<file path="config.mk">
export PLATFORM = sky130hd
export DESIGN_NAME = rme_front
export DESIGN_NICKNAME = d
export VERILOG_FILES = /design/src/hw/rtl/register_memory_instruction_executor_assert.svh /design/src/hw/rtl/rme_pkg.sv /design/src/hw/rtl/rme_front.sv
export SDC_FILE = /design/constraint.sdc
export NUM_CORES = 1
export LEC_CHECK = 0
export ABC_AREA = 1
export BUFFER_PORTS_ARGS = -buffer_cell sky130_fd_sc_hd__buf_2
export CAP_MARGIN = 30
export CORE_MARGIN = 8
export CORE_UTILIZATION = 29
export DETAILED_ROUTE_END_ITERATION = 16
export PLACE_DENSITY = 0.93
export SYNTH_ARGS = -nofsm -noshare
export SYNTH_HDL_FRONTEND = slang
export SYNTH_SLANG_ARGS = --single-unit
</file>
<file path="constraint.sdc">
create_clock -name vclk -period 1.4
set_input_delay 0.21 -clock vclk [all_inputs]
set_output_delay 0.21 -clock vclk [all_outputs]
set_load 0.02 [all_outputs]
</file>
<file path="src/hw/rtl/register_memory_instruction_executor_assert.svh">
// ============================================================================
// Assertion macros for the register/memory instruction executor
// Concurrent checks on internal control; ASSERT_OFF compiles them out.
// ============================================================================
`ifndef REGISTER_MEMORY_INSTRUCTION_EXECUTOR_ASSERT_SVH
`define REGISTER_MEMORY_INSTRUCTION_EXECUTOR_ASSERT_SVH
`ifndef ASSERT_OFF
// property must hold on every clock edge outside reset
`define RME_ASSERT(lbl, clk, rst_n, prop, msg) \
    lbl: assert property (@(posedge clk) disable iff (!rst_n) prop) else $error(msg);
// condition must never be true outside reset
`define RME_ASSERT_NEVER(lbl, clk, rst_n, cond, msg) \
    lbl: assert property (@(posedge clk) disable iff (!rst_n) !(cond)) else $error(msg);
`else
`define RME_ASSERT(lbl, clk, rst_n, prop, msg)
`define RME_ASSERT_NEVER(lbl, clk, rst_n, cond, msg)
`endif
`endif

</file>
<file path="src/hw/rtl/rme_pkg.sv">
// ============================================================================
// rme_pkg
// Shared types and constants of the register/memory instruction executor.
// ============================================================================
package rme_pkg;

    localparam int DEF_MEM_BYTES   = 65536;
    localparam int DEF_IP_INDEX    = 31;
    localparam int DEF_INSTR_BYTES = 16;

    localparam int DATA_W      = 64;
    localparam int WORD_BYTES  = DATA_W / 8;
    localparam int NUM_REGS    = 32;
    localparam int REG_IDX_W   = $clog2(NUM_REGS);
    localparam int KIND_W      = 3;
    localparam int QUEUE_DEPTH = 2;

    // opcodes as they arrive on the input beat
    typedef enum logic [KIND_W-1:0] {
        OP_MOVE  = 3'd0,
        OP_SHL   = 3'd1,
        OP_SHR   = 3'd2,
        OP_LOAD  = 3'd3,
        OP_STORE = 3'd4,
        OP_HALT  = 3'd5
    } t_op;

    // operation class after decode; unknown opcodes become EX_NOP
    typedef enum logic [2:0] {
        EX_MOVE,
        EX_SHL,
        EX_SHR,
        EX_LOAD,
        EX_STORE,
        EX_HALT,
        EX_NOP
    } t_exec;

    typedef enum logic [1:0] {
        ST_READ,
        ST_EXEC,
        ST_LOAD
    } t_state;

    typedef struct packed {
        logic [KIND_W-1:0]    kind;
        logic [REG_IDX_W-1:0] src_reg;
        logic [REG_IDX_W-1:0] dst_reg;
        logic [DATA_W-1:0]    imm_value;
    } t_in_item;

    typedef struct packed {
        logic [DATA_W-1:0] dest_value;
        logic              access_skipped;
        logic              unknown_op;
        logic              halted;
    } t_out_item;

    typedef struct packed {
        t_exec                op;
        logic                 imm_nz;
        logic [REG_IDX_W-1:0] src;
        logic [REG_IDX_W-1:0] dst;
        logic [DATA_W-1:0]    imm;
    } t_cmd;

    typedef struct packed {
        logic                  rd_en;
        logic                  wr_en;
        logic [WORD_BYTES-1:0] even_be;
        logic [WORD_BYTES-1:0] odd_be;
    } t_mem_ctl;

endpackage

</file>
<file path="src/hw/rtl/rme_front.sv">
// ============================================================================
// rme_front
// Input side: accepts instruction beats and decodes them into queue commands.
// ============================================================================
module rme_front import rme_pkg::*; (
    input  logic     i_in_valid,
    input  t_in_item i_in_item,
    input  logic     i_q_full,
    input  logic     i_clr_busy,
    output logic     o_in_ready,
    output logic     o_push,
    output t_cmd     o_cmd
);

    assign o_in_ready = !i_q_full && !i_clr_busy;
    assign o_push     = i_in_valid && o_in_ready;

    always_comb begin
        o_cmd.src    = i_in_item.src_reg;
        o_cmd.dst    = i_in_item.dst_reg;
        o_cmd.imm    = i_in_item.imm_value;
        o_cmd.imm_nz = |i_in_item.imm_value;
        unique case (t_op'(i_in_item.kind))
            OP_MOVE:  o_cmd.op = EX_MOVE;
            OP_SHL:   o_cmd.op = EX_SHL;
            OP_SHR:   o_cmd.op = EX_SHR;
            OP_LOAD:  o_cmd.op = EX_LOAD;
            OP_STORE: o_cmd.op = EX_STORE;
            OP_HALT:  o_cmd.op = EX_HALT;
            default:  o_cmd.op = EX_NOP;
        endcase
    end

endmodule

</file>
-- Word level (Yosys, flattened, before mapping)
Cells that the tools add are included.
- bits in registers: 0
- input port bits: 80
- logic and storage cells: 12
- equality and inequality tests: 5
- mux-type cells: 1
- reduce and logical (&&, ||, !) cells: 6
- operator list (operator ; number):
    OR reduction 64 bit ; 1
    case mux 3 bit (6 select lines) ; 1
    equality test 3 x 2 -> 1 bit (second input constant) ; 2
    equality test 3 bit (second input constant) ; 2
    equality test 3 x 1 -> 1 bit (second input constant) ; 1
    zero test 3 bit ; 1
    logical AND 1 bit ; 2
    zero test 1 bit ; 2

-- Logic depth before layout (Yosys ltp)
- depth after elaboration: 3
- gate-level depth with buffers: 6

-- Worst setup path before layout
Ideal clock, no wire load.
- path type: input-to-output
- start: input i_clr_busy
- end: output o_push
- data arrival time: 0.737 ns
- path slack: 0.453 ns
- cell stages on the path: 1
- path buffers: 0
- path through: nor3b_1
- cells in the longest elaborated chain, start to end: 3
- ends and longest elaborated chain (item ; RTL line ; text):
    start: declaration ; rme_front.sv:9 ; input logic i_clr_busy,
    zero test 1 bit ; rme_front.sv:15 ; assign o_in_ready = !i_q_full && !i_clr_busy;
    logical AND 1 bit ; rme_front.sv:15 ;
    logical AND 1 bit ; rme_front.sv:16 ; assign o_push = i_in_valid && o_in_ready;
    end: declaration ; rme_front.sv:11 ; output logic o_push,
No other way between the ends.

==> impl_summary.md <==
Status
The run finished with clean final reports.

Route
The total detailed-routing wirelength is 2960 µm. The number of remaining DRC errors is 0. The number of DRC violations after detailed-routing iteration 0 is 12. Using the TritonRoute via totals, the vias-per-cell ratio works out to 3.99. Detailed routing inserted a total of 945 vias.

The remaining number of nets flagged by the antenna check after routing is 0. In the final routed layout, each cell accounts on average for 12.5 µm. For this run, the detailed router's first-pass iteration total came to 4.

Floorplan
The die extent in x is 69.1 µm. The die is 69.1 µm tall. The core box area is 0.00271 mm². The die covers 0.00478 mm². After floorplanning, the core was divided into 19 placement rows. During I/O placement, the number of pins put on the boundary was 160.

The effective utilization at floorplan is 30.2%.

Critical path
The cell type of the slowest stage on the worst timing path is sky130_fd_sc_hd__buf_2. The class of the most critical setup path is in -> out. The signal on the critical path passes through buf_2 > nor2_1 > nand2_1 > nor2_1 > nand2_1 > nor2_1 > nand2_1 > buf_2. The worst setup path is launched from an input port. For the worst setup path, the data required time is 1.19 ns. The worst setup path is captured at an output port. Along the worst path, the maximum fanout reaches 2. Data arrives at the worst endpoint at 0.94 ns. On the worst path, the slowest cell contributes a delay of 0.15 ns.

Power and ir drop
The largest vdd supply drop is 0.268 mV. The final total power is 0.388 mW. The leakage power is 0.636 nW. The power per cell area is 390 mW/mm².

Timing
Dividing the final minimum period by the clock period gives 82.0%. The relative slew slack is 89.4%. The slew at the pin with the worst max-slew slack is 0.159 ns. The number of max-slew violations in the final report was 0. The accumulated negative setup slack is 0 ns. Setup repair after global routing left no endpoint under its margin. Setup violations remaining at the end of the flow were counted as 0. The routed design could run at a clock period as short as 1.15 ns. The hold violation total from the final report came to 0. Derived from the worst setup path, the maximum achievable clock frequency is 0.871 GHz.

Final layout
The number of clock buffers in the layout is 0. The post-layout instance count excluding filler cells is 237. Of the cells placed in the final design, the portion with a size suffix greater than 1 is 68.0%. The area occupied by registers is 0 µm².

Once layout is done, the placed cells without fillers occupy 995 µm². The final net count is 288. Relative to the synthesized area, the layout overhead comes to 21.6%. After filler insertion, the fill cell instance count of the layout stands at 308. The number of sequential storage elements is 0. The count of inserted antenna diode cells is 0.

The final core area utilization is 36.7%.

Yosys
The cell type with the largest total area after synthesis is sky130_fd_sc_hd__buf_4. When the netlist entered floorplanning its net count stood at 222. Ranked by total cell area, the synthesized netlist is headed by sky130_fd_sc_hd__buf_4 68%, sky130_fd_sc_hd__nor2_1 20%, sky130_fd_sc_hd__nand2_1 9.6%, sky130_fd_sc_hd__a21boi_0 0.92%, sky130_fd_sc_hd__clkbuf_1 0.92%. Dividing the synthesized area by the synthesized cell count gives 5.76 µm². The synthesized design devotes to its leading area cell type 67.9% of total area. Sequential elements use 0% of the synthesized area.

The post-synthesis instance total is 142. The summed instance area of the synthesized netlist is 818 µm². Among all cell types in the netlist, the one instantiated most often is sky130_fd_sc_hd__buf_4. Ranked by instance count, the synthesized netlist is headed by 74 x sky130_fd_sc_hd__buf_4, 43 x sky130_fd_sc_hd__nor2_1, 21 x sky130_fd_sc_hd__nand2_1, 2 x sky130_fd_sc_hd__clkbuf_1. The distinct cell type count after synthesis is 6. The count of yosys warnings during synthesis is 0.

Hold path
The worst hold path belongs to the class in -> out. The hold-critical path depth is 0. The worst hold path terminates at o_cmd[64]. The launch instance of the worst min-delay path is i_in_item[64].

Clock tree
The post-cts gate resize count is 0. Post-CTS timing repair inserted 0 buffers for setup. For this design, the CTS-stage hold fixing added 0 buffers.

Place
The final weighted congestion of routability-driven global placement is 0.760. The placed instance area is 995 µm². The HPWL after detailed placement is 2870 µm. In this run, placement finished with an instance count of 237. Buffers placed on the I/O ports in this run total 140.

Run
The number of maximum-capacitance constraint violations is 0.

GRT
The global-route wire length before repair is 4680 µm. Global routing finished with a remaining overflow of 0. The maximum number of pins on one net before global-route repair is 3.

Global routing used 10.7% of the available tracks. The via count of the first global-routing pass is 1,011. The initial antenna violation count came to 0.
-- metrics by stage --
stage / setup WS, ns / hold slack, ns
floorplan: 0.453 / 0.495
global placement: 0.217 / 0.420
detailed placement: 0.220 / 0.420
CTS: 0.220 / 0.420
global route: 0.0881 / 0.420
finish: 0.252 / 0.420
-- layout make-up --
cell class	instances	area [µm²]	share of cell area [%]
well taps	31	38.8	3.90
repair buffers	140	701	70.4
multi-input cells	66	255	25.7
-- worst max path at each step --
stage / startpoint / to / depth (start not counted) / slack (ns)
3_3_place_gp: i_in_item[35] / o_cmd[74] / 8 / 0.22
5_1_grt: i_in_item[39] / o_cmd[74] / 8 / 0.09
3_5_place_dp: i_in_item[35] / o_cmd[74] / 8 / 0.22
2_1_floorplan: i_clr_busy / o_push / 1 / 0.45
6_report: i_in_item[31] / o_cmd[74] / 8 / 0.25
4_1_cts: i_in_item[25] / o_cmd[74] / 8 / 0.22
-- logic make-up (layout without fill, tap and decap cells) --
family                 after synthesis  after routing  synth area share, %
AO/OA/AOI/OAI                        1              1                0.918
AND/OR/NAND/NOR                     65             65                 30.3
buffers and inverters               76            140                 68.8
-- critical path: cells and delay by family --
kind | cells | cell delay, ns
and+or+nand+nor | 6 | 0.48
buffers and inverters | 2 | 0.25
-- layout by cell type, fill, tap and decap left out, drive strengths merged --
master / instances
a21boi: 1
nor3b: 1
nand2: 21
buf: 140
nor2: 43
-- metal layers --
layer / wire (µm) / vias to the layer above / part of all wire [%] / GRT usage (%)
li1: - / 484 / - / -
met1: 1020 / 386 / 34 / 9.86
met2: 1590 / 69 / 54 / 21.8
met3: 327 / 6 / 11 / 4.01
met4: 23 / 0 / 0.78 / 1.37
met5: 0 / - / 0 / 0
-- where the power goes --
| group | leakage (nW) | internal [mW] | switching, mW |
|---|---|---|---|
| clock network | 0 | 0 | 0 |
| registers | 0 | 0 | 0 |
| logic | 0.636 | 0.153 | 0.234 |
| total | 0.636 | 0.153 | 0.234 |
Power figures use the tool's default switching activity.
