===== src/hw/rtl/register_memory_instruction_executor_assert.svh =====
// ============================================================================
// Assertion macros for the register/memory instruction executor
// Concurrent checks on internal control; ASSERT_OFF compiles them out.
// ============================================================================
`ifndef REGISTER_MEMORY_INSTRUCTION_EXECUTOR_ASSERT_SVH
`define REGISTER_MEMORY_INSTRUCTION_EXECUTOR_ASSERT_SVH
`ifndef ASSERT_OFF
// property must hold on every clock edge outside reset
`define RME_ASSERT(lbl, clk, rst_n, prop, msg) \
    lbl: assert property (@(posedge clk) disable iff (!rst_n) prop) else $error(msg);
// condition must never be true outside reset
`define RME_ASSERT_NEVER(lbl, clk, rst_n, cond, msg) \
    lbl: assert property (@(posedge clk) disable iff (!rst_n) !(cond)) else $error(msg);
`else
`define RME_ASSERT(lbl, clk, rst_n, prop, msg)
`define RME_ASSERT_NEVER(lbl, clk, rst_n, cond, msg)
`endif
`endif


===== src/hw/rtl/rme_pkg.sv =====
// ============================================================================
// rme_pkg
// Shared types and constants of the register/memory instruction executor.
// ============================================================================
package rme_pkg;

    localparam int DEF_MEM_BYTES   = 65536;
    localparam int DEF_IP_INDEX    = 31;
    localparam int DEF_INSTR_BYTES = 16;

    localparam int DATA_W      = 64;
    localparam int WORD_BYTES  = DATA_W / 8;
    localparam int NUM_REGS    = 32;
    localparam int REG_IDX_W   = $clog2(NUM_REGS);
    localparam int KIND_W      = 3;
    localparam int QUEUE_DEPTH = 2;

    // opcodes as they arrive on the input beat
    typedef enum logic [KIND_W-1:0] {
        OP_MOVE  = 3'd0,
        OP_SHL   = 3'd1,
        OP_SHR   = 3'd2,
        OP_LOAD  = 3'd3,
        OP_STORE = 3'd4,
        OP_HALT  = 3'd5
    } t_op;

    // operation class after decode; unknown opcodes become EX_NOP
    typedef enum logic [2:0] {
        EX_MOVE,
        EX_SHL,
        EX_SHR,
        EX_LOAD,
        EX_STORE,
        EX_HALT,
        EX_NOP
    } t_exec;

    typedef enum logic [1:0] {
        ST_READ,
        ST_EXEC,
        ST_LOAD
    } t_state;

    typedef struct packed {
        logic [KIND_W-1:0]    kind;
        logic [REG_IDX_W-1:0] src_reg;
        logic [REG_IDX_W-1:0] dst_reg;
        logic [DATA_W-1:0]    imm_value;
    } t_in_item;

    typedef struct packed {
        logic [DATA_W-1:0] dest_value;
        logic              access_skipped;
        logic              unknown_op;
        logic              halted;
    } t_out_item;

    typedef struct packed {
        t_exec                op;
        logic                 imm_nz;
        logic [REG_IDX_W-1:0] src;
        logic [REG_IDX_W-1:0] dst;
        logic [DATA_W-1:0]    imm;
    } t_cmd;

    typedef struct packed {
        logic                  rd_en;
        logic                  wr_en;
        logic [WORD_BYTES-1:0] even_be;
        logic [WORD_BYTES-1:0] odd_be;
    } t_mem_ctl;

endpackage


===== src/hw/rtl/rme_fifo.sv =====
// ============================================================================
// rme_fifo
// Short command queue between the decode front and the execution back end.
// ============================================================================
module rme_fifo import rme_pkg::*; (
    input  logic i_clk,
    input  logic i_rst_n,
    input  logic i_push,
    input  t_cmd i_data,
    input  logic i_pop,
    output t_cmd o_head,
    output logic o_empty,
    output logic o_full
);

    localparam int PTR_W = $clog2(QUEUE_DEPTH);
    localparam int CNT_W = $clog2(QUEUE_DEPTH + 1);
    localparam logic [PTR_W-1:0] LAST = PTR_W'(QUEUE_DEPTH - 1);

    t_cmd             r_buf [QUEUE_DEPTH];
    logic [PTR_W-1:0] r_wr_ptr, n_wr_ptr;
    logic [PTR_W-1:0] r_rd_ptr, n_rd_ptr;
    logic [CNT_W-1:0] r_cnt, n_cnt;

    always_comb begin
        n_wr_ptr = r_wr_ptr;
        n_rd_ptr = r_rd_ptr;
        if (i_push) begin
            n_wr_ptr = (r_wr_ptr == LAST) ? '0 : r_wr_ptr + 1'b1;
        end
        if (i_pop) begin
            n_rd_ptr = (r_rd_ptr == LAST) ? '0 : r_rd_ptr + 1'b1;
        end
        n_cnt = r_cnt + CNT_W'(i_push) - CNT_W'(i_pop);
    end

    always_ff @(posedge i_clk) begin
        if (!i_rst_n) begin
            r_wr_ptr <= '0;
            r_rd_ptr <= '0;
            r_cnt    <= '0;
        end else begin
            r_wr_ptr <= n_wr_ptr;
            r_rd_ptr <= n_rd_ptr;
            r_cnt    <= n_cnt;
        end
    end

    always_ff @(posedge i_clk) begin
        if (i_push) begin
            r_buf[r_wr_ptr] <= i_data;
        end
    end

    assign o_head  = r_buf[r_rd_ptr];
    assign o_empty = (r_cnt == '0);
    assign o_full  = (r_cnt == CNT_W'(QUEUE_DEPTH));

endmodule


===== config.mk =====
export PLATFORM = sky130hd
export DESIGN_NAME = rme_fifo
export DESIGN_NICKNAME = d
export VERILOG_FILES = /design/src/hw/rtl/register_memory_instruction_executor_assert.svh /design/src/hw/rtl/rme_pkg.sv /design/src/hw/rtl/rme_fifo.sv
export SDC_FILE = /design/constraint.sdc
export NUM_CORES = 1
export LEC_CHECK = 0
export BUFFER_PORTS_ARGS = -buffer_cell sky130_fd_sc_hd__buf_2
export CORE_MARGIN = 5
export CORE_UTILIZATION = 45
export DETAILED_ROUTE_END_ITERATION = 12
export GPL_TIMING_DRIVEN = 0
export PLACE_DENSITY = 0.73
export RECOVER_POWER = 100
export SLEW_MARGIN = 10
export SYNTH_ARGS = -nofsm -noshare
export SYNTH_HDL_FRONTEND = slang
export SYNTH_SLANG_ARGS = --single-unit

===== constraint.sdc =====
create_clock -name i_clk -period 4.6 [get_ports i_clk]
set_input_delay 0.46 -clock i_clk [delete_from_list [all_inputs] [get_ports i_clk]]
set_output_delay 0.46 -clock i_clk [all_outputs]
set_load 0.05 [all_outputs]

== Word-level counts from Yosys, hierarchy flattened ==
Memories as Yosys holds them, arrays and structs flattened. A register that Yosys moved wholly into a read port is not among the register bits.
Index checks and enable logic that the tools add are counted.
Operators by class
  muxes and demuxes: 6
  reduce and logical (&&, ||, !) cells: 1
  equality and inequality tests: 1
  add/subtract/negate cells: 4
Operators by type and width (count)
  two-way mux 1 bit: 6
  adder 1 bit, second input constant: 2
  adder 2 x 1 -> 2 bit: 1
  == test 2 bit, second input constant: 1
  zero test 2 bit: 1
  subtractor 2 x 1 -> 2 bit: 1
Word-level totals
  memories: 1
  RAM bits: 156
  word-level logic and storage cells: 16
  output and inout port bits: 80
  register bits after elaboration: 4
Memory list
  r_buf: depth 2, bits a word 78, rd ports 1, clocked after Yosys merged registers in 1, wr ports 1, RTL line rme_fifo.sv:20  | t_cmd r_buf [QUEUE_DEPTH];

== Logic depth before layout (Yosys ltp) ==
  depth in word-level cells: 4
  depth in mapped cells: 6

== Worst setup path after synthesis ==
Ideal clock, no wire load.
  path type: input port to flip-flop
  from: in i_push
  to: mem r_buf[0][0] (netlist name) (enable)
  setup time: 0.525 ns
  required time: 4.075 ns
  arrival: 3.903 ns
  setup slack: 0.172 ns
  stages on the path: 1
  path buffers: 0
  cell sequence: nor2b_1
On the way
  word-level cells in the longest chain between the ends: 2
RTL lines
  start: declaration: RTL line rme_fifo.sv:8  | input logic i_push,
  two-way mux 1 bit: RTL line rme_fifo.sv:50  | if (i_push) begin
  two-way mux 1 bit (not written as such): RTL line rme_fifo.sv:51  | r_buf[r_wr_ptr] <= i_data;
  end: declaration: RTL line rme_fifo.sv:20
Every way passes these cells.

== Worst setup path in the final report ==
  from: reg r_wr_ptr
  to: mem r_buf[1][74] (netlist name) (enable)
RTL lines
  start: declaration: RTL line rme_fifo.sv:21  | logic [PTR_W-1:0] r_wr_ptr, n_wr_ptr;
  start signal: assignment: RTL line rme_fifo.sv:43  | r_wr_ptr <= n_wr_ptr;
No word-level cell before the write port.

==> impl_metrics.csv <==
group,metric,value,unit
worst_setup_path,path_max_fanout,40,
worst_setup_path,timing.rr.start,"r_wr_ptr",
die,io_pins,162,
layout,seq_area,4785,um2
clocking,htreeDepth,4,
hold_path,hold_path.class,"in -> reg",
die,die_w,124.8,um
worst_setup_path,critPathBufInv,1,
clocking,cts_resized,0,
sta,worst_slew_pin_slew,2.765,ns
power_and_ir_drop,p_comb_frac,0.161,
die,initial_core_util,0.4534,
global_routing,grt_max_degree,41,
worst_setup_path,startpoint_type,"register",
clocking,clock_path_buffers,2,
clocking,cts_sinks,161,
die,num_rows,42,
logic_synthesis,ys_types,14,
worst_setup_path,endpoint_kind,"register",
route,drtAntennaViolNets,0,
logic_synthesis,ys_seq_area_frac,0.8064,
power_and_ir_drop,p_per_area,477.4,nW/um2
global_routing,grt_pass1_vias,3320,
sta,period_needed,3.015,ns
layout,final_cell_mix,"156 x edfxtp_1, 109 x clkbuf_1, 62 x buf_2",
sta,drv_slew,65,
power_and_ir_drop,irDropWorstVdd,0.2980,mV
logic_synthesis,yosysWarnings,0,
logic_synthesis,netlist_area,5933,um2
worst_setup_path,path_cells,"and2_0 > buf_12",
route,firstDrtPassIters,4,
worst_setup_path,crit_family,"simple AND/OR/NAND/NOR gates",
clocking,cts_setup_buffers,0,
route,post_drt_via_cell_ratio,4.767,
clocking,clock-root-buffer,"clkbuf_16",
layout,drive_above_1_share,0.3704,
sta,setup_ws,1.585,ns
logic_synthesis,syn_nets,348,
outcome,status,"finished, violations left",
clocking,hold_buffers,0,
worst_setup_path,arrival,3.11,ns
sta,fmax,0.3317,GHz
clocking,cts_tree,"yes",
global_routing,grt_overflow,0,
worst_setup_path,critPathMaxStageDelay,2.01,ns
route,routed_wl,10.50,mm
outcome,violations,"max-capacitance violations, max-slew violations",
clocking,path_clk_slew,0.06,ns
die,dieArea,15580,um2
worst_setup_path,crit_slowest_cell,"and2_0",
die,die_y,124.8,um
route,first_iter_violations,130,
placement,place_ws,2.665,ns
sta,finalHoldViolCount,0,
die,core-area,13090,um2
route,detail_route.wl_per_cell,16.53,um
layout,syn_to_final_growth,24.78,%
route,route.detailed.drc,0,
hold_path,hold_depth,1,
layout,diodes,0,
power_and_ir_drop,pwr-share-seq,0.486,
sta,clock_skew,0.004626,ns
sta,setup_viol,0,
clocking,numCtsBuffers,17,
logic_synthesis,synthesis.instances,264,
global_routing,grtUsageTotal,0.1354,
placement,io_buffers,161,
logic_synthesis,avgSynthCellArea,22.47,um2
worst_setup_path,reg2reg_slack,1.59,ns
sta,rsz0062_at_grt,"false",
sta,min_period_over_period,0.6553,
sta,relSlewSlack,-0.8443,
layout,n_fill_cell,1077,
power_and_ir_drop,p_sw,0.9437,mW
layout,layout_commonest_cell,"edfxtp_1",
logic_synthesis,ys_ff_latch,161,
placement,dp_hpwl,7.274,mm
layout,fin_nets,531,
layout,multi_input_area,1071,um2
worst_setup_path,r2r_cells,2,
global_routing,grt_pass1_wl,16.30,mm
placement,gp_congestion,0.7007,
worst_setup_path,critical_path_class,"reg -> reg",
sta,hold_ws,0.2358,ns
power_and_ir_drop,p_clk_frac,0.353,
global_routing,antenna_found_initial,0,
power_and_ir_drop,p_int,2.591,mW
power_and_ir_drop,switching_share,0.2670,
clocking,clock_insertion_delay_worst_skew,0.41,ns
worst_setup_path,reg2reg_to,"r_buf[1][74]",
route,vias,3027,
worst_setup_path,required,4.69,ns
job,drv_cap,2,
hold_path,min_from,"i_data[39]",
hold_path,hold-path-endpoint,"r_buf[0][39]",
power_and_ir_drop,p_leak,2.583,nW
how the worst max path moves through the flow:
stage / cells after the start / endpoint / start
2_1_floorplan: 1 / r_buf[0][0] / i_push
3_3_place_gp: 2 / r_buf[0][52] / i_push
3_5_place_dp: 3 / r_buf[0][52] / i_push
4_1_cts: 5 / o_head[53] / register
5_1_grt: 2 / r_buf[1][61] / r_wr_ptr
6_report: 2 / r_buf[1][74] / r_wr_ptr
state kept, by name, indices dropped and copies added (netlist names), named ones only:
| name | cells |
|---|---|
| r_buf | 156 |
| r_cnt | 2 |
| r_rd_ptr | 1 |
| r_wr_ptr | 1 |
final cells by class:
type                            count  share of cell area
Inverter                            2            0.001014
Clock buffer                       20             0.05898
Clock inverter                     11             0.01251
Sequential cell                   161              0.6463
Timing Repair Buffer              164              0.1002
Multi-Input combinational cell     92              0.1447
Tap cell                          176             0.02974
Buffer                              9            0.006591
per-stage QoR:
step / TNS (ns) / power [mW] / util / instance area (um2) / cells
after global routing: 0 / 3.670 / 0.5658 / 7403 / 635
after detailed placement: 0 / 2.348 / 0.5372 / 7029 / 604
after floorplan: 0 / 2.196 / - / 5933 / 264
final: 0 / 3.534 / 0.5658 / 7403 / 635
after CTS: 0 / 3.596 / 0.5776 / 7559 / 635
after global placement: -147.69 / 2.336 / 0.5318 / 6959 / 601
power by group through the flow:
stage               logic [mW]  clock network (mW)  registers [mW]
floorplan                0.450                   0            1.75
finish                   0.568                1.25            1.72
CTS                      0.602                1.28            1.72
global placement         0.583                   0            1.75
global route             0.600                1.35            1.72
detailed placement       0.600                   0            1.75
cells in the mapped netlist, drive strengths merged:
cell type | count | area (um2)
and2 | 4 | 25.02
buf | 9 | 70.06
dfxtp | 5 | 100.1
edfxtp | 156 | 4684
ha | 2 | 25.02
inv | 2 | 7.510
mux2 | 78 | 953.4
nor2 | 1 | 3.750
nor2b | 4 | 25.02
o21a | 1 | 7.510
xnor3 | 1 | 22.52
xor2 | 1 | 8.760
layer usage:
| metal | up-vias | global-route usage | part of all wire |
|---|---|---|---|
| li1 | 1411 | - | - |
| met1 | 1493 | 0.1507 | 0.39 |
| met2 | 111 | 0.2274 | 0.51 |
| met3 | 12 | 0.06561 | 0.080 |
| met4 | 0 | 0.04719 | 0.013 |
| met5 | - | 0 | 0 |
cell families (layout without fill, tap and decap cells):
family / count (synthesis) / in the layout / share of synthesized area
DFF: 161 / 161 / 0.8064
muxes: 78 / 78 / 0.1607
buffers and inverters: 11 / 206 / 0.01307
and+or+nand+nor: 9 / 9 / 0.009066
adders and majority gates: 2 / 2 / 0.004217
xor gates and xnor gates: 2 / 2 / 0.005272
AOI/OAI and AO/OA: 1 / 1 / 0.001266
worst reg2reg max path, delay by kind of cell (launching register included):
| kind | cells | cell delay, ns |
|---|---|---|
| flip-flops | 1 | 0.35 |
| AND/OR/NAND/NOR | 1 | 2.01 |
| buffers and inverters | 1 | 0.32 |
No activity file was read; power rests on OpenSTA's default activity.
