**src/hw/rtl/register_memory_instruction_executor_assert.svh**
```systemverilog
// ============================================================================
// Assertion macros for the register/memory instruction executor
// Concurrent checks on internal control; ASSERT_OFF compiles them out.
// ============================================================================
`ifndef REGISTER_MEMORY_INSTRUCTION_EXECUTOR_ASSERT_SVH
`define REGISTER_MEMORY_INSTRUCTION_EXECUTOR_ASSERT_SVH
`ifndef ASSERT_OFF
// property must hold on every clock edge outside reset
`define RME_ASSERT(lbl, clk, rst_n, prop, msg) \
    lbl: assert property (@(posedge clk) disable iff (!rst_n) prop) else $error(msg);
// condition must never be true outside reset
`define RME_ASSERT_NEVER(lbl, clk, rst_n, cond, msg) \
    lbl: assert property (@(posedge clk) disable iff (!rst_n) !(cond)) else $error(msg);
`else
`define RME_ASSERT(lbl, clk, rst_n, prop, msg)
`define RME_ASSERT_NEVER(lbl, clk, rst_n, cond, msg)
`endif
`endif

```
**src/hw/rtl/rme_pkg.sv**
```systemverilog
// ============================================================================
// rme_pkg
// Shared types and constants of the register/memory instruction executor.
// ============================================================================
package rme_pkg;

    localparam int DEF_MEM_BYTES   = 65536;
    localparam int DEF_IP_INDEX    = 31;
    localparam int DEF_INSTR_BYTES = 16;

    localparam int DATA_W      = 64;
    localparam int WORD_BYTES  = DATA_W / 8;
    localparam int NUM_REGS    = 32;
    localparam int REG_IDX_W   = $clog2(NUM_REGS);
    localparam int KIND_W      = 3;
    localparam int QUEUE_DEPTH = 2;

    // opcodes as they arrive on the input beat
    typedef enum logic [KIND_W-1:0] {
        OP_MOVE  = 3'd0,
        OP_SHL   = 3'd1,
        OP_SHR   = 3'd2,
        OP_LOAD  = 3'd3,
        OP_STORE = 3'd4,
        OP_HALT  = 3'd5
    } t_op;

    // operation class after decode; unknown opcodes become EX_NOP
    typedef enum logic [2:0] {
        EX_MOVE,
        EX_SHL,
        EX_SHR,
        EX_LOAD,
        EX_STORE,
        EX_HALT,
        EX_NOP
    } t_exec;

    typedef enum logic [1:0] {
        ST_READ,
        ST_EXEC,
        ST_LOAD
    } t_state;

    typedef struct packed {
        logic [KIND_W-1:0]    kind;
        logic [REG_IDX_W-1:0] src_reg;
        logic [REG_IDX_W-1:0] dst_reg;
        logic [DATA_W-1:0]    imm_value;
    } t_in_item;

    typedef struct packed {
        logic [DATA_W-1:0] dest_value;
        logic              access_skipped;
        logic              unknown_op;
        logic              halted;
    } t_out_item;

    typedef struct packed {
        t_exec                op;
        logic                 imm_nz;
        logic [REG_IDX_W-1:0] src;
        logic [REG_IDX_W-1:0] dst;
        logic [DATA_W-1:0]    imm;
    } t_cmd;

    typedef struct packed {
        logic                  rd_en;
        logic                  wr_en;
        logic [WORD_BYTES-1:0] even_be;
        logic [WORD_BYTES-1:0] odd_be;
    } t_mem_ctl;

endpackage

```
**src/hw/rtl/rme_back.sv**
```systemverilog
// ============================================================================
// rme_back
// Execution back end: register file, operand read, shift/move/address unit,
// data memory access sequencing, IP update and the result output register.
// ============================================================================
module rme_back import rme_pkg::*; #(
    parameter  int MEM_BYTES   = DEF_MEM_BYTES,
    parameter  int IP_INDEX    = DEF_IP_INDEX,
    parameter  int INSTR_BYTES = DEF_INSTR_BYTES,
    localparam int BANK_ROWS   = (MEM_BYTES + 2 * WORD_BYTES - 1) / (2 * WORD_BYTES),
    localparam int ROW_W       = $clog2(BANK_ROWS)
) (
    input  logic              i_clk,
    input  logic              i_rst_n,
    input  t_cmd              i_head,
    input  logic              i_empty,
    output logic              o_pop,
    output t_mem_ctl          o_mem_ctl,
    output logic [ROW_W-1:0]  o_even_row,
    output logic [ROW_W-1:0]  o_odd_row,
    output logic [DATA_W-1:0] o_even_wdata,
    output logic [DATA_W-1:0] o_odd_wdata,
    input  logic [DATA_W-1:0] i_even_q,
    input  logic [DATA_W-1:0] i_odd_q,
    output logic              o_out_valid,
    input  logic              i_out_ready,
    output t_out_item         o_out_item
);

    localparam logic [DATA_W-1:0]    MEM_SIZE   = DATA_W'(MEM_BYTES);
    localparam logic [DATA_W-1:0]    ADDR_LIMIT = DATA_W'(MEM_BYTES - WORD_BYTES);
    localparam logic [DATA_W-1:0]    IP_STEP    = DATA_W'(INSTR_BYTES);
    localparam logic [REG_IDX_W-1:0] IP_REG     = REG_IDX_W'(IP_INDEX);
    localparam int                   OFF_W      = $clog2(WORD_BYTES);
    localparam int                   SH_W       = $clog2(DATA_W);

    t_state               r_state, n_state;
    t_cmd                 r_cmd;
    logic [DATA_W-1:0]    r_rf [NUM_REGS];
    logic [NUM_REGS-1:0]  r_rf_vld;
    logic [DATA_W-1:0]    r_src_q, r_dst_q;
    logic                 r_src_vld, r_dst_vld;
    logic [DATA_W-1:0]    r_ip;
    logic                 r_addr_ok;
    logic [OFF_W-1:0]     r_off;
    logic                 r_odd;
    logic                 r_out_valid;
    t_out_item            r_out;

    logic [DATA_W-1:0]       src_val, dst_val, operand, addr;
    logic [DATA_W-1:0]       wr_val, ip_mid, ip_new, load_word, lo_word, hi_word;
    logic                    addr_ok, wr_en, skip, finish, fire, out_free, dst_is_ip;
    logic [ROW_W:0]          word_lo, word_inc;
    logic [2*DATA_W-1:0]     load_pair, store_pair;
    logic [2*WORD_BYTES-1:0] store_be;

    // operands; the IP register lives in its own flop, entries never written read 0
    assign src_val   = (r_cmd.src == IP_REG) ? r_ip : (r_src_vld ? r_src_q : '0);
    assign dst_val   = (r_cmd.dst == IP_REG) ? r_ip : (r_dst_vld ? r_dst_q : '0);
    assign operand   = r_cmd.imm_nz ? r_cmd.imm : src_val;
    assign dst_is_ip = (r_cmd.dst == IP_REG);
    assign out_free  = !r_out_valid || i_out_ready;

    // address: load uses src as base, store uses dst
    assign addr     = ((r_cmd.op == EX_LOAD) ? src_val : dst_val) + r_cmd.imm;
    assign addr_ok  = (addr < ADDR_LIMIT);
    assign word_lo  = addr[ROW_W+OFF_W:OFF_W];
    assign word_inc = word_lo + (ROW_W+1)'(1);

    // word w and w+1 split across banks: odd row w/2, even row (w+1)/2
    assign o_odd_row  = word_lo[ROW_W:1];
    assign o_even_row = word_inc[ROW_W:1];

    // store data and byte enables over the two-word window
    assign store_pair = {{DATA_W{1'b0}}, src_val} << (8 * addr[OFF_W-1:0]);
    assign store_be   = (2*WORD_BYTES)'({WORD_BYTES{1'b1}}) << addr[OFF_W-1:0];
    assign o_even_wdata = word_lo[0] ? store_pair[2*DATA_W-1:DATA_W]
                                     : store_pair[DATA_W-1:0];
    assign o_odd_wdata  = word_lo[0] ? store_pair[DATA_W-1:0]
                                     : store_pair[2*DATA_W-1:DATA_W];

    // load alignment
    assign lo_word   = r_odd ? i_odd_q : i_even_q;
    assign hi_word   = r_odd ? i_even_q : i_odd_q;
    assign load_pair = {hi_word, lo_word} >> (8 * r_off);
    assign load_word = load_pair[DATA_W-1:0];

    // next state
    always_comb begin
        n_state = r_state;
        unique case (r_state)
            ST_READ: begin
                if (!i_empty) begin
                    n_state = ST_EXEC;
                end
            end
            ST_EXEC: begin
                if (r_cmd.op == EX_LOAD) begin
                    n_state = ST_LOAD;
                end else if (out_free) begin
                    n_state = ST_READ;
                end
            end
            ST_LOAD: begin
                if (out_free) begin
                    n_state = ST_READ;
                end
            end
            default: n_state = ST_READ;
        endcase
    end

    // per-state outputs
    always_comb begin
        o_pop     = 1'b0;
        finish    = 1'b0;
        wr_en     = 1'b0;
        wr_val    = dst_val;
        skip      = 1'b0;
        o_mem_ctl = '0;
        unique case (r_state)
            ST_READ: begin
                o_pop = !i_empty;
            end
            ST_EXEC: begin
                unique case (r_cmd.op)
                    EX_MOVE: begin
                        finish = 1'b1;
                        wr_en  = 1'b1;
                        wr_val = operand;
                    end
                    EX_SHL: begin
                        finish = 1'b1;
                        wr_en  = 1'b1;
                        wr_val = (|operand[DATA_W-1:SH_W]) ? '0
                                                           : dst_val << operand[SH_W-1:0];
                    end
                    EX_SHR: begin
                        finish = 1'b1;
                        wr_en  = 1'b1;
                        wr_val = (|operand[DATA_W-1:SH_W]) ? '0
                                                           : dst_val >> operand[SH_W-1:0];
                    end
                    EX_LOAD: begin
                        o_mem_ctl.rd_en = addr_ok;
                    end
                    EX_STORE: begin
                        finish            = 1'b1;
                        skip              = !addr_ok;
                        o_mem_ctl.wr_en   = addr_ok && out_free;
                        o_mem_ctl.even_be = word_lo[0] ? store_be[2*WORD_BYTES-1:WORD_BYTES]
                                                       : store_be[WORD_BYTES-1:0];
                        o_mem_ctl.odd_be  = word_lo[0] ? store_be[WORD_BYTES-1:0]
                                                       : store_be[2*WORD_BYTES-1:WORD_BYTES];
                    end
                    default: begin
                        finish = 1'b1;
                    end
                endcase
            end
            ST_LOAD: begin
                finish = 1'b1;
                wr_en  = r_addr_ok;
                wr_val = load_word;
                skip   = !r_addr_ok;
            end
            default: ;
        endcase
    end

    assign fire = finish && out_free;

    // IP: explicit write or halt first, then the instruction-size advance
    always_comb begin
        if (wr_en && dst_is_ip) begin
            ip_mid = wr_val;
        end else if (r_cmd.op == EX_HALT) begin
            ip_mid = MEM_SIZE;
        end else begin
            ip_mid = r_ip;
        end
        ip_new = ip_mid + IP_STEP;
    end

    always_ff @(posedge i_clk) begin
        if (!i_rst_n) begin
            r_state     <= ST_READ;
            r_rf_vld    <= '0;
            r_ip        <= '0;
            r_out_valid <= 1'b0;
        end else begin
            r_state <= n_state;
            if (fire) begin
                r_ip <= ip_new;
                if (wr_en && !dst_is_ip) begin
                    r_rf_vld[r_cmd.dst] <= 1'b1;
                end
            end
            if (fire) begin
                r_out_valid <= 1'b1;
            end else if (i_out_ready) begin
                r_out_valid <= 1'b0;
            end
        end
    end

    // register file: two registered reads at dispatch, one write at retire
    always_ff @(posedge i_clk) begin
        if (o_pop) begin
            r_cmd     <= i_head;
            r_src_q   <= r_rf[i_head.src];
            r_dst_q   <= r_rf[i_head.dst];
            r_src_vld <= r_rf_vld[i_head.src];
            r_dst_vld <= r_rf_vld[i_head.dst];
        end
        if (fire && wr_en && !dst_is_ip) begin
            r_rf[r_cmd.dst] <= wr_val;
        end
    end

    always_ff @(posedge i_clk) begin
        if (r_state == ST_EXEC) begin
            r_addr_ok <= addr_ok;
            r_off     <= addr[OFF_W-1:0];
            r_odd     <= word_lo[0];
        end
        if (fire) begin
            r_out.dest_value     <= dst_is_ip ? ip_new : (wr_en ? wr_val : dst_val);
            r_out.access_skipped <= skip;
            r_out.unknown_op     <= (r_cmd.op == EX_NOP);
            r_out.halted         <= (ip_new >= MEM_SIZE);
        end
    end

    assign o_out_valid = r_out_valid;
    assign o_out_item  = r_out;

endmodule

```
**config.mk**
```make
export PLATFORM = sky130hd
export DESIGN_NAME = rme_back
export DESIGN_NICKNAME = d
export VERILOG_FILES = /design/src/hw/rtl/register_memory_instruction_executor_assert.svh /design/src/hw/rtl/rme_pkg.sv /design/src/hw/rtl/rme_back.sv
export SDC_FILE = /design/constraint.sdc
export NUM_CORES = 2
export LEC_CHECK = 0
export ABC_CLOCK_PERIOD_IN_PS = 13800
export CAP_MARGIN = 20
export CORE_MARGIN = 2
export CORE_UTILIZATION = 60
export CTS_BUF_LIST = sky130_fd_sc_hd__clkbuf_16
export CTS_CLUSTER_DIAMETER = 40
export CTS_CLUSTER_SIZE = 20
export DETAILED_ROUTE_END_ITERATION = 10
export DONT_BUFFER_PORTS = 1
export PLACE_DENSITY = 0.87
export SLEW_MARGIN = 25
export SYNTH_ARGS = -nofsm -noshare
export SYNTH_HDL_FRONTEND = slang
export SYNTH_SLANG_ARGS = --single-unit
```
**constraint.sdc**
```tcl
create_clock -name i_clk -period 13.8 [get_ports i_clk]
set_input_delay 0.69 -clock i_clk [delete_from_list [all_inputs] [get_ports i_clk]]
set_output_delay 0.69 -clock i_clk [all_outputs]
set_load 0.03 [all_outputs]
```
==> flow_summary.ini, run 1 <==
[run_status]
lastStage = 5_1_grt
error_line = [ERROR GRT-0116] Global routing finished with congestion. Check the congestion regions in the DRC Viewer.
outcome = aborted with a tool error

[yosys]
yosysTopAreaCell = edfxtp_1
synth_commonest_cells = edfxtp_1, mux4_2, nand2_1, nor2_1, clkbuf_1
synth_area_um2 = 138000
synth_edf_count = 2328
ys_ff_latch = 2427
yosys_warnings = 0
synth_most_common_cell = edfxtp_1
postSynthAreaPerCell_um2 = 14.4
ys_types = 130
yosysTopAreaCellShare_pct = 50.6
synth_area_leaders = edfxtp_1, mux4_2, mux2i_1
syn_inst = 9561
ys_seq_area_share_pct = 52.0
synthArstFlopShare_pct = 0
synth_top_flop_cell = edfxtp_1

[global_routing]
grt_overflow = 9376
grt_max_degree = 522
grt_pass1_vias = 152000
track_usage_pct = 96.8
grt_pass1_wl_mm = 1540

[place]
hpwl_mm = 574
io_buffers = 0
globalplace.congestion = 1.19

[floorplan]
die_h_um = 484
initial_utilization_pct = 60.2
dieWidth_um = 484
num_io_pins = 449
rows = 176

[clock_network]
cts_made_buffers = 330
postCtsSetupRepairBufs = 0
clock_sinks = 2427
htreeDepth = 5
cts_root_buf = clkbuf_16
clockBufferDepth = 4
cell families after synthesis:
group	synth area share [%]
AOI/OAI and AO/OA	10.2
muxes	26.9
other	0.00272
adders and majority gates	0.649
and+or+nand+nor	6.67
buffers and inverters	2.82
DFF	52.0
xor gates and xnor gates	0.748
per-stage QoR:
stage | cells | hold slack [ns] | area, um^2 | utilization (%) | setup slack [ns]
after CTS | 12900 | 0.00217 | 155000 | 67.6 | 2.29
after detailed placement | 12300 | 0.484 | 143000 | 62.4 | 3.71
after global placement | 12200 | 0.458 | 143000 | 62.2 | 4.01
after floorplan | 9624 | 0.442 | 138000 | - | 2.23
what timing repair did:
action                                 in CTS
hold buffers                               77
endpoints found under the hold margin     172
setup endpoints to repair                   0
gates resized for setup                     0
routing by layer:
layer / GRT overflow / track usage (%)
met5: 192 / 77.2
met4: 1682 / 96.1
met3: 1713 / 91.1
met2: 3700 / 104
met1: 2089 / 95.7
==> run 2, diff against run 1 <==
CORE_UTILIZATION = 40   (was 60)
CTS_BUF_LIST = unset   (was sky130_fd_sc_hd__clkbuf_16)
CTS_CLUSTER_DIAMETER = unset   (was 40)
CTS_CLUSTER_SIZE = unset   (was 20)
PLACE_DENSITY = unset   (was 0.87)
PLACE_DENSITY_LB_ADDON = 0.15   (was unset)
==> run 2 against run 1 <==
- area after synthesis unchanged
- synthesized cell count unchanged
- the flow now finishes, with violations (max-slew violations)
==> flow_summary.ini, run 2 <==
[run_status]
outcome = complete, but fails checks
failed_checks = max-slew violations

[critical_path]
r2r_end = o_out_item[0]$_DFFE_PP_
critPathCaptureType = output pin
r2r_start = r_cmd[69]$_DFFE_PP_
worstPathArrival_ns = 10.94
critPathKind = flop to output pin
reg2reg_depth = 21
critPathRequiredTime_ns = 13.11
cp-start-kind = flop
r2r_slack_ns = 3.60
worstPathMaxFanout = 39

[yosys]
synthXorXnorAreaFrac_pct = 0.748
synth_area_um2 = 138000
yosys.area_share.adder_pct = 0.649
yosys_warnings = 0
synthArstFlopShare_pct = 0
ys_ff_latch = 2427
synth_top_flop_cell = edfxtp_1
synth_top_family_by_area = multiplexers
synth_compound_gate_area_share_pct = 10.2
synth.area.mux_share_pct = 26.9
yosysTopAreaCell = edfxtp_1
syn_inst = 9561
synth_most_common_cell = edfxtp_1
synth-simple-area-share_pct = 6.67
ys_seq_area_share_pct = 52.0
ys_types = 130
synth_edf_count = 2328
yosysTopAreaCellShare_pct = 50.6
synth_commonest_cells = edfxtp_1, mux4_2, nand2_1, nor2_1, clkbuf_1
postSynthAreaPerCell_um2 = 14.4
synth_area_leaders = edfxtp_1, mux4_2, mux2i_1

[floorplan]
die_h_um = 592
die_area_um2 = 350000
initial_utilization_pct = 40.2
num_io_pins = 449
fp.coreArea_um2 = 343000
dieWidth_um = 592
rows = 215

[place]
globalplace.congestion = 1.16
dpl.cell_count = 13900
hpwl_mm = 521
io_buffers = 0

[cells_and_area]
area_delta_synth_final_pct = 13.4
fin_util_pct = 45.6
layout_commonest_cell = edfxtp_1
nets = 9960
fillers = 30200
finalNonFillerCells = 14600
max_flop_register = r_rf
layout_common_cells = edfxtp_1, mux4_2, nand2_1, nor2_1, buf_4
layout-drive-gt1-share_pct = 28.6
largest_reg_flops = 2048

[pwr]
p_sw_share_pct = 31.5
intPower_mw = 13.8
p_per_area_nw_per_um2 = 128
leakage_nw = 50.9
p_clk_share_pct = 37.4
power_mw = 20.1
pwr-share-seq_pct = 42.2
p_comb_share_pct = 20.3
ir_worst_vdd_mv = 0.115
power.switching_mw = 6.31

[detailed_routing]
vias_per_cell = 7.28
vias = 106000
wire_per_inst_um = 51.8
ant_nets = 0
drt_iter0_drc = 17000
drt_drc_violations_left = 0
drt-pass1-iter-count = 8
wl_mm = 754

[worst_hold_path]
hold_start = i_head[72]
hold_end = r_src_q[47]$_DFFE_PP_
hp-class = input pin to flop
hold_depth = 1

[sta]
setup_violations = 0
timing.fmax_mhz = 86.0
finClkSkew_ns = 0.122
rsz0062_at_grt = no
period_needed_ns = 11.63
tightestPinTransition_ns = 1.81
slew_headroom_pct = -20.7
fin_tns_setup_ns = 0
hold_viol = 0
finalCritPeriodShare_pct = 84.3
drv_slew = 107
hold_ws_ns = 0.0513

[global_routing]
antenna_found_initial = 108
use_met1_pct = 54.9
grt_overflow = 0
met3_usage_pct = 12.4
met2_usage_pct = 61.0
grt_pass1_vias = 99500
grt_max_degree = 522
track_usage_pct = 42.4
grt_pass1_wl_mm = 979
grt-busiest-layer = met2

[clock_network]
postCtsSetupRepairBufs = 0
cts_tree = yes
cts_root_buf = clkbuf_16
clockBufferDepth = 4
clk_latency_ns = 1.00
clkTransAtPathRegs_ns = 0.06
cts_made_buffers = 280
clock_sinks = 2427
htreeDepth = 5

[run]
maxCapViolCount = 0
## run 2: critical path, cell delays in order (launching register included)
cell	delay, ns
edfxtp_1	0.49
and3_1	0.23
buf_4	0.29
a21oi_4	0.46
buf_4	0.61
a22o_1	0.71
nor2_1	0.33
a21oi_1	0.29
ha_4	0.17
inv_1	0.05
fa_2	0.41
nor2b_1	0.12
o21ai_0	0.17
a21boi_0	0.56
o2111ai_1	0.32
a21oi_1	0.44
a22o_1	0.27
nor2_1	0.06
nor4_1	0.28
nand4_1	0.13
nor4_1	0.50
o2111ai_1	0.20
nor3_1	0.32
nand4_1	0.20
nor4_1	0.46
nand4_1	0.36
nor4_4	0.97
and3b_1	0.50
## run 2: cell families (layout without fill, tap and decap cells)
family,count (synthesis),after routing
flops,2427,2427
compound gates,2090,2090
simple gates,2013,2013
mux,1946,1946
buf+inv,895,1168
xor+xnor,118,118
fa+ha+maj,71,71
other cells,1,166
## run 2: how the worst max path moves through the flow
stage / slack, ns / start / endpoint
after CTS: 2.39 / r_cmd[68]$_DFFE_PP_ / o_mem_ctl[16]
after detailed placement: 3.34 / r_cmd[68]$_DFFE_PP_ / o_mem_ctl[16]
final: 2.17 / r_cmd[68]$_DFFE_PP_ / o_mem_ctl[16]
after floorplan: 2.23 / i_empty / r_state[0]$_SDFFE_PN0P_
after global placement: 3.29 / r_cmd[68]$_DFFE_PP_ / o_mem_ctl[16]
after global routing: 1.81 / r_cmd[68]$_DFFE_PP_ / o_mem_ctl[16]
## run 2: power by group through the flow
stage / Clock, mW / Sequential, mW / Combinational, mW
finish: 7.51 / 8.47 / 4.08
detailed placement: 0 / 8.62 / 3.73
CTS: 7.59 / 8.46 / 3.77
global placement: 0 / 8.62 / 3.67
floorplan: 0 / 8.52 / 2.32
global route: 7.86 / 8.46 / 4.12
## run 2: metal layers
layer	part of all wire [%]	wire (um)
met2	43	321000
met4	8.5	63800
met5	0.035	265
met3	11	86000
met1	37	282000
## run 2: area by class of cell
class	instances	area (um^2)	share of cell area, %
flip-flops and latches	2427	71900	45.9
multi-input cells	6302	63900	40.8
clock buffers	337	7280	4.65
well taps	4557	5700	3.64
repair buffers	613	5630	3.59
clock inverters	163	1790	1.14
diodes	102	255	0.163
inverters	55	216	0.138
## run 2: stage by stage
stage / worst slack [ns] / area [um^2]
detailed placement: 3.34 / 146000
floorplan: 2.23 / 138000
global route: 1.81 / 157000
global placement: 3.29 / 145000
CTS: 2.39 / 156000
finish: 2.17 / 157000
## run 2: timing repair
item,in CTS,in global routing
gates resized for setup,0,0
hold buffers,77,0
endpoints found under the hold margin,152,0
endpoints found under the setup margin,0,0
No activity file was read; power rests on OpenSTA's default activity.
